===== src/design/tksd_pkg.sv =====
package tksd_pkg;

  // line buffer geometry
  localparam int LINE_MAX = 32;
  localparam int ADDR_W   = $clog2(LINE_MAX);
  localparam int LEN_W    = 6;

  // payload widths
  localparam int REQ_W  = 2;
  localparam int BYTE_W = 8;
  localparam int IDX_W  = 5;
  localparam int CMD_W  = 4;

  // request codes
  localparam logic [REQ_W-1:0] REQ_BYTE  = 2'd0;
  localparam logic [REQ_W-1:0] REQ_READ  = 2'd1;
  localparam logic [REQ_W-1:0] REQ_CLEAR = 2'd2;

  // command codes
  localparam logic [CMD_W-1:0] ACT_NONE        = 4'd0;
  localparam logic [CMD_W-1:0] ACT_RIGHT       = 4'd1;
  localparam logic [CMD_W-1:0] ACT_LEFT        = 4'd2;
  localparam logic [CMD_W-1:0] ACT_UP          = 4'd3;
  localparam logic [CMD_W-1:0] ACT_DOWN        = 4'd4;
  localparam logic [CMD_W-1:0] ACT_SHIFT_LEFT  = 4'd5;
  localparam logic [CMD_W-1:0] ACT_CONFIRM     = 4'd6;
  localparam logic [CMD_W-1:0] ACT_SHIFT_RIGHT = 4'd7;
  localparam logic [CMD_W-1:0] ACT_LINE        = 4'd8;
  localparam logic [CMD_W-1:0] ACT_EXIT        = 4'd9;

  // special bytes
  localparam logic [BYTE_W-1:0] K_ESC     = 8'd27;
  localparam logic [BYTE_W-1:0] K_BRACKET = 8'd91;
  localparam logic [BYTE_W-1:0] K_DEL     = 8'd127;
  localparam logic [BYTE_W-1:0] K_BS      = 8'd8;
  localparam logic [BYTE_W-1:0] K_QUIT    = 8'd96;
  localparam logic [BYTE_W-1:0] K_TILDE   = 8'd126;
  localparam logic [BYTE_W-1:0] K_LF      = 8'd10;
  localparam logic [BYTE_W-1:0] K_CR      = 8'd13;
  localparam logic [BYTE_W-1:0] K_UP_A    = 8'd65;
  localparam logic [BYTE_W-1:0] K_DOWN_B  = 8'd66;
  localparam logic [BYTE_W-1:0] K_RIGHT_C = 8'd67;
  localparam logic [BYTE_W-1:0] K_LEFT_D  = 8'd68;
  localparam logic [BYTE_W-1:0] K_ONE     = 8'd49;
  localparam logic [BYTE_W-1:0] K_TWO     = 8'd50;
  localparam logic [BYTE_W-1:0] K_FIVE    = 8'd53;

  typedef enum logic [1:0] {
    PS_IDLE,
    PS_ESC,
    PS_BRACKET,
    PS_TILDE
  } parse_state_t;

endpackage


===== src/design/tksd_if.sv =====
interface tksd_item_if import tksd_pkg::*; ();
  logic              valid;
  logic              ready;
  logic [REQ_W-1:0]  req_type;
  logic [BYTE_W-1:0] rx_byte;
  logic [IDX_W-1:0]  read_index;

  modport source (output valid, output req_type, output rx_byte, output read_index,
                  input ready);
  modport sink   (input valid, input req_type, input rx_byte, input read_index,
                  output ready);
endinterface

interface tksd_result_if import tksd_pkg::*; ();
  logic              valid;
  logic              ready;
  logic [CMD_W-1:0]  cmd_code;
  logic [BYTE_W-1:0] read_char;
  logic [LEN_W-1:0]  typed_len;

  modport source (output valid, output cmd_code, output read_char, output typed_len,
                  input ready);
  modport sink   (input valid, input cmd_code, input read_char, input typed_len,
                  output ready);
endinterface


===== src/design/terminal_key_sequence_decoder_core.sv =====
// channel  | dir | payload                          | beat
// ---------+-----+----------------------------------+----------------------------
// item     | in  | req_type, rx_byte, read_index    | valid && ready at clk rise
// result   | out | cmd_code, read_char, typed_len   | valid && ready at clk rise
//
// one beat in, one beat out; an item beat loads the decode stage register,
// and its result is then held in the result register
// a new item beat can be taken every cycle unless the result stalls: the
// stage register feeds the decode, state update and result register in one step
// rst (synchronous, active high) clears the parser, the length and both valids;
// the line buffer holds no reset and is only read below the current length
// a stalled result holds the decode stage, which in turn holds item.ready low
module terminal_key_sequence_decoder_core import tksd_pkg::*; (
  input  logic clk,
  input  logic rst,
  tksd_item_if.sink     item,
  tksd_result_if.source result
);

  // line buffer, one write and one read port
  logic [BYTE_W-1:0] line_buffer [LINE_MAX];

  // decode stage register
  logic              s1_valid;
  logic [REQ_W-1:0]  s1_req;
  logic [BYTE_W-1:0] s1_byte;
  logic [IDX_W-1:0]  s1_idx;
  logic [BYTE_W-1:0] s1_rdata;

  // architectural state
  parse_state_t parse_state, parse_state_next;
  logic [LEN_W-1:0] line_length, line_length_next;

  // result register
  logic              out_valid;
  logic [CMD_W-1:0]  out_cmd;
  logic [BYTE_W-1:0] out_char;
  logic [LEN_W-1:0]  out_len;

  // decode results
  logic [CMD_W-1:0]  cmd_next;
  logic [BYTE_W-1:0] char_next;
  logic              wr_en;
  logic [ADDR_W-1:0] wr_addr;
  logic              go;
  logic              item_take;

  // decode stage moves when the result slot is free or being emptied
  assign go        = s1_valid && (!out_valid || result.ready);
  assign item.ready = !s1_valid || go;
  assign item_take = item.valid && item.ready;
  assign wr_addr   = line_length[ADDR_W-1:0];

  always_comb begin
    logic plain;
    logic typable;
    logic erase;
    logic [BYTE_W-1:0] b;

    b                = s1_byte;
    plain            = 1'b0;
    cmd_next         = ACT_NONE;
    char_next        = '0;
    wr_en            = 1'b0;
    parse_state_next = parse_state;
    line_length_next = line_length;

    typable = (b >= 8'd65 && b <= 8'd90) || (b >= 8'd97 && b <= 8'd122) ||
              (b >= 8'd48 && b <= 8'd57) || b == 8'd32 || b == K_BS || b == K_DEL;
    erase   = (b == K_BS) || (b == K_DEL);

    case (s1_req)
      REQ_BYTE: begin
        if (b == K_QUIT) begin
          // quit leaves parser and buffer alone
          cmd_next = ACT_EXIT;
        end else begin
          case (parse_state)
            PS_IDLE: begin
              if (b == K_ESC) begin
                parse_state_next = PS_ESC;
              end else begin
                plain = 1'b1;
              end
            end
            PS_ESC: begin
              if (b == K_BRACKET) begin
                parse_state_next = PS_BRACKET;
              end else begin
                parse_state_next = PS_IDLE;
                plain            = 1'b1;
              end
            end
            PS_BRACKET: begin
              parse_state_next = PS_IDLE;
              case (b)
                K_UP_A:    cmd_next = ACT_UP;
                K_DOWN_B:  cmd_next = ACT_DOWN;
                K_RIGHT_C: cmd_next = ACT_RIGHT;
                K_LEFT_D:  cmd_next = ACT_LEFT;
                K_ONE: begin
                  cmd_next         = ACT_CONFIRM;
                  parse_state_next = PS_TILDE;
                end
                K_TWO: begin
                  cmd_next         = ACT_SHIFT_LEFT;
                  parse_state_next = PS_TILDE;
                end
                K_FIVE: begin
                  cmd_next         = ACT_SHIFT_RIGHT;
                  parse_state_next = PS_TILDE;
                end
                default: plain = 1'b1;
              endcase
            end
            default: begin
              // trailing tilde is swallowed, anything else handled as idle
              parse_state_next = PS_IDLE;
              plain            = (b != K_TILDE);
            end
          endcase

          // idle byte handling; a stray esc falls through as a no-op
          if (plain) begin
            if (typable) begin
              if (erase) begin
                if (line_length != '0) begin
                  line_length_next = line_length - LEN_W'(1);
                end
              end else if (line_length < LEN_W'(LINE_MAX)) begin
                wr_en            = 1'b1;
                line_length_next = line_length + LEN_W'(1);
              end
            end else if (b == K_LF || b == K_CR) begin
              cmd_next = ACT_LINE;
            end
          end
        end
      end
      REQ_READ: begin
        if ({1'b0, s1_idx} < line_length) begin
          char_next = s1_rdata;
        end
      end
      REQ_CLEAR: begin
        line_length_next = '0;
      end
      default: begin
      end
    endcase
  end

  // buffer write and registered read, with forwarding of a same-cycle write
  always_ff @(posedge clk) begin
    if (go && wr_en) begin
      line_buffer[wr_addr] <= s1_byte;
    end
    if (item_take) begin
      if (go && wr_en && wr_addr == item.read_index) begin
        s1_rdata <= s1_byte;
      end else begin
        s1_rdata <= line_buffer[item.read_index];
      end
    end
  end

  // stage payload
  always_ff @(posedge clk) begin
    if (item_take) begin
      s1_req  <= item.req_type;
      s1_byte <= item.rx_byte;
      s1_idx  <= item.read_index;
    end
  end

  // control, state and result registers
  always_ff @(posedge clk) begin
    if (rst) begin
      s1_valid    <= 1'b0;
      out_valid   <= 1'b0;
      parse_state <= PS_IDLE;
      line_length <= '0;
    end else begin
      if (item_take) begin
        s1_valid <= 1'b1;
      end else if (go) begin
        s1_valid <= 1'b0;
      end
      if (go) begin
        out_valid   <= 1'b1;
        parse_state <= parse_state_next;
        line_length <= line_length_next;
      end else if (result.ready) begin
        out_valid <= 1'b0;
      end
    end
  end

  // result payload
  always_ff @(posedge clk) begin
    if (go) begin
      out_cmd  <= cmd_next;
      out_char <= char_next;
      out_len  <= line_length_next;
    end
  end

  assign result.valid     = out_valid;
  assign result.cmd_code  = out_cmd;
  assign result.read_char = out_char;
  assign result.typed_len = out_len;

endmodule


===== src/flat_wrapper.sv =====
// flat-port wrapper written by rule: the top's interface ports become plain ports
module terminal_key_sequence_decoder_core_flat import tksd_pkg::*;
  (clk, rst, item_valid, item_req_type, item_rx_byte, item_read_index, item_ready, result_valid, result_cmd_code, result_read_char, result_typed_len, result_ready);
  tksd_item_if item_i ();
  tksd_result_if result_i ();
  input  logic clk;
  input  logic rst;
  input wire logic [$bits(item_i.valid)-1:0] item_valid;
  input wire logic [$bits(item_i.req_type)-1:0] item_req_type;
  input wire logic [$bits(item_i.rx_byte)-1:0] item_rx_byte;
  input wire logic [$bits(item_i.read_index)-1:0] item_read_index;
  output wire logic [$bits(item_i.ready)-1:0] item_ready;
  output wire logic [$bits(result_i.valid)-1:0] result_valid;
  output wire logic [$bits(result_i.cmd_code)-1:0] result_cmd_code;
  output wire logic [$bits(result_i.read_char)-1:0] result_read_char;
  output wire logic [$bits(result_i.typed_len)-1:0] result_typed_len;
  input wire logic [$bits(result_i.ready)-1:0] result_ready;
  assign item_i.valid = item_valid;
  assign item_i.req_type = item_req_type;
  assign item_i.rx_byte = item_rx_byte;
  assign item_i.read_index = item_read_index;
  assign item_ready = item_i.ready;
  assign result_valid = result_i.valid;
  assign result_cmd_code = result_i.cmd_code;
  assign result_read_char = result_i.read_char;
  assign result_typed_len = result_i.typed_len;
  assign result_i.ready = result_ready;
  terminal_key_sequence_decoder_core u_core (.clk(clk), .rst(rst), .item(item_i), .result(result_i));
endmodule

===== config.mk =====
export PLATFORM = sky130hd
export DESIGN_NAME = terminal_key_sequence_decoder_core_flat
export DESIGN_NICKNAME = d
export VERILOG_FILES = /design/src/design/tksd_pkg.sv /design/src/design/tksd_if.sv /design/src/design/terminal_key_sequence_decoder_core.sv /design/src/flat_wrapper.sv
export SDC_FILE = /design/constraint.sdc
export NUM_CORES = 1
export LEC_CHECK = 0
export ABC_AREA = 1
export BUFFER_PORTS_ARGS = -buffer_cell sky130_fd_sc_hd__buf_2
export CAP_MARGIN = 20
export CORE_MARGIN = 1
export CORE_UTILIZATION = 40
export DETAILED_ROUTE_END_ITERATION = 8
export PLACE_DENSITY = 0.59
export SETUP_SLACK_MARGIN = 0.5
export SLEW_MARGIN = 20
export SYNTH_ARGS = -nofsm -noshare
export SYNTH_HDL_FRONTEND = slang
export SYNTH_SLANG_ARGS = --single-unit

===== constraint.sdc =====
create_clock -name clk -period 2.9 [get_ports clk]
set_input_delay 0.58 -clock clk [delete_from_list [all_inputs] [get_ports clk]]
set_output_delay 0.58 -clock clk [all_outputs]
set_load 0.01 [all_outputs]

==> impl_metrics.json <==
{
  "gp_congestion": 0.901,
  "p_leak_nw": 5.41,
  "worst_pin_slew_ns": 0.698,
  "path_cells": "inv_2, nand2_4, nor2_4, nand2_2, nand3_2, inv_2, nand2_4, nand2_4, nand2_4, nor4_4, buf_6, nand2_8, nor2_4",
  "hold_ws_ns": 0.239,
  "ys_seq_area_share_pct": 69.8,
  "cts_tree": "done",
  "grt_pass1_wl_mm": 52.9,
  "synth_cell_types": 37,
  "clk_latency_ns": 0.52,
  "synth_seq_cells": 307,
  "grt_max_degree": 130,
  "relSlewSlack_pct": 53.0,
  "area_delta_synth_final_pct": 21.2,
  "path_buf_inv": 3,
  "skew_ns": 0.0120,
  "hold_violations": 0,
  "rows": 65,
  "seq_area_um2": 9120,
  "overflow": 0,
  "max_freq_mhz": 398,
  "synth_top_area_share_pct": 68.3,
  "period_needed_ns": 2.52,
  "core_um2": 31800,
  "synth_warnings": 0,
  "die_h_um": 183,
  "slew_viol_final": 0,
  "mostFrequentLayoutCells": "edfxtp_1 (297), nor2_1 (158), o21ai_0 (137)",
  "grt.total_usage_pct": 21.3,
  "clkTransAtPathRegs_ns": 0.06,
  "cts_inserted_buffers": 35,
  "worst_slack_ns": 0.385,
  "cp.required_ns": 3.09,
  "synthesis.area_um2": 13100,
  "power_density_nw_per_um2": 617,
  "num_io_pins": 39,
  "antenna_found_initial": 2,
  "synth_top_cell_by_area": "edfxtp_1",
  "drc": 0,
  "synth_fp_nets": 1137,
  "synth_area_leaders": "edfxtp_1 (68%), nor2_1 (5.7%), o21ai_0 (5.6%)",
  "fin_crit_sh_pct": 86.7,
  "cp-end-kind": "flip-flop",
  "cp.arrival_ns": 2.70,
  "rsz0062_at_grt": "true",
  "dieWidth_um": 183,
  "grt_pass1_vias": 8884,
  "ant_nets": 0,
  "routed_wl_mm": 35.2,
  "drtIter0Drc": 1016,
  "viasPerCell": 5.47,
  "io_buffers": 38,
  "multi_input_area_um2": 3980,
  "drive_above_1_share_pct": 22.1,
  "start_util_pct": 41.1,
  "cts_root_buf": "clkbuf_16",
  "drt_first_pass_iters": 5,
  "outcome": "finished, final reports clean",
  "async_flop_share_pct": 0,
  "vias": 9079,
  "ctsHoldBuffers": 0,
  "crit_type": "flip-flop to flip-flop",
  "drv_cap": 0,
  "path_delay_family": "simple AND/OR/NAND/NOR gates",
  "antenna_cells": 0,
  "syn_area_per_cell_um2": 11.8,
  "dp_slack_ns": 0.157,
  "hp-class": "input pin to flip-flop",
  "nets": 1227,
  "synth_edf_count": 297,
  "synthCells": 1109,
  "cts.sinks": 307,
  "ys.flop_type": "edfxtp_1",
  "die_area_um2": 33400,
  "peakVddDrop_mv": 0.383,
  "start_kind": "flip-flop",
  "layout_commonest_cell": "edfxtp_1",
  "tns_ns": 0,
  "setup_viol": 0,
  "path_common_cell": "nand2_4",
  "wl_per_cell_um": 21.2,
  "dp_hpwl_mm": 22.4,
  "fill_cells": 2764,
  "critical_path.slowest_cell": "edfxtp_1",
  "critPathMaxFanout": 8,
  "ctsHtreeMaxLevel": 2,
  "max_stage_delay_ns": 0.58,
  "clk_path_buf_depth": 3
}
==> cell usage after synthesis, types with 3 or more instances <==
cell      instances
a21oi_1          15
nand3_1          81
nand4_1           4
ha_1              9
clkbuf_1         56
nand2_1         122
nand2_2           5
inv_1            44
clkinv_1          3
nor2_1          197
nor2_2            3
o22ai_1           9
edfxtp_1        297
nand2_4           6
o211ai_1         12
o221ai_1         55
o21ai_0         145
xor2_1            5
dfxtp_1          10
inv_2             7
==> timing repair <==
item,4_1_cts,5_1_grt
setup buffers,11,24
pin swaps,17,17
gates cloned,0,0
setup endpoints to repair,261,275
gates resized for setup,55,59
==> cells by family (layout without fill, tap and decap cells) <==
family	count (synthesis)	in the layout	share of synthesized area, %
and+or+nand+nor	427	427	14.1
DFF	307	307	69.8
AOI/OAI and AO/OA	242	242	11.3
buffers and inverters	117	233	3.47
adders and majority gates	9	9	0.862
xor gates and xnor gates	7	7	0.470
==> per-layer routing <==
layer  GRT usage [%]  share of wire (%)  vias up  wire length (um)
met3            3.55                6.6       60              2330
li1                -                  -     4241                 -
met5               0              0.088        -                31
met2            34.3                 48      341             16800
met1            29.6                 43     4433             15100
met4            6.12                2.5        4               873
==> report_power, final <==
group	internal, mW	switching (mW)	total, mW
Clock	2.29	1.71	4.00
Sequential	4.92	0.0370	4.95
Combinational	0.250	0.550	0.800
Total	7.45	2.30	9.76
==> layout make-up <==
type	count	area share [%]
sequential	307	57.6
timing repair buffer	114	5.69
inverter	56	1.46
tap	435	3.44
multi-input combinational	685	25.2
clock buffer	43	5.86
clock inverter	20	0.751
==> per-stage QoR <==
| step | utilization [%] | std cells | power [mW] | instance area (um2) |
|---|---|---|---|---|
| 6_report | 49.8 | 1660 | 9.76 | 15800 |
| 2_1_floorplan | - | 1109 | 5.47 | 13200 |
| 5_1_grt | 49.8 | 1660 | 10.1 | 15800 |
| 4_1_cts | 48.5 | 1636 | 9.77 | 15400 |
| 3_5_place_dp | 44.2 | 1562 | 5.77 | 14100 |
| 3_3_place_gp | 44.2 | 1562 | 5.77 | 14100 |
==> worst paths after layout <==
check | slack, ns | from | endpoint | cells after the start
setup / recovery | 0.38 | u_core.s1_byte[1] | u_core.line_buffer[29][3] | 13
hold / removal | 0.24 | item_req_type[1] | u_core.s1_req[1] | 1
setup reg to reg | 0.38 | u_core.s1_byte[1] | u_core.line_buffer[29][3] | 13
hold reg to reg | 0.49 | u_core.parse_state[0] | u_core.parse_state[0] | 2
==> sequential cells by signal (all words and copies together), names as in the netlist <==
| name | count |
|---|---|
| u_core.line_buffer | 256 |
| u_core.line_length | 6 |
| u_core.parse_state | 2 |
| u_core.result.cmd_code | 4 |
| u_core.result.read_char | 8 |
| u_core.result.typed_len | 6 |
| u_core.result.valid | 1 |
| u_core.s1_byte | 8 |
| u_core.s1_idx | 5 |
| u_core.s1_rdata | 8 |
| u_core.s1_req | 2 |
| u_core.s1_valid | 1 |
Power figures use the tool's default switching activity.
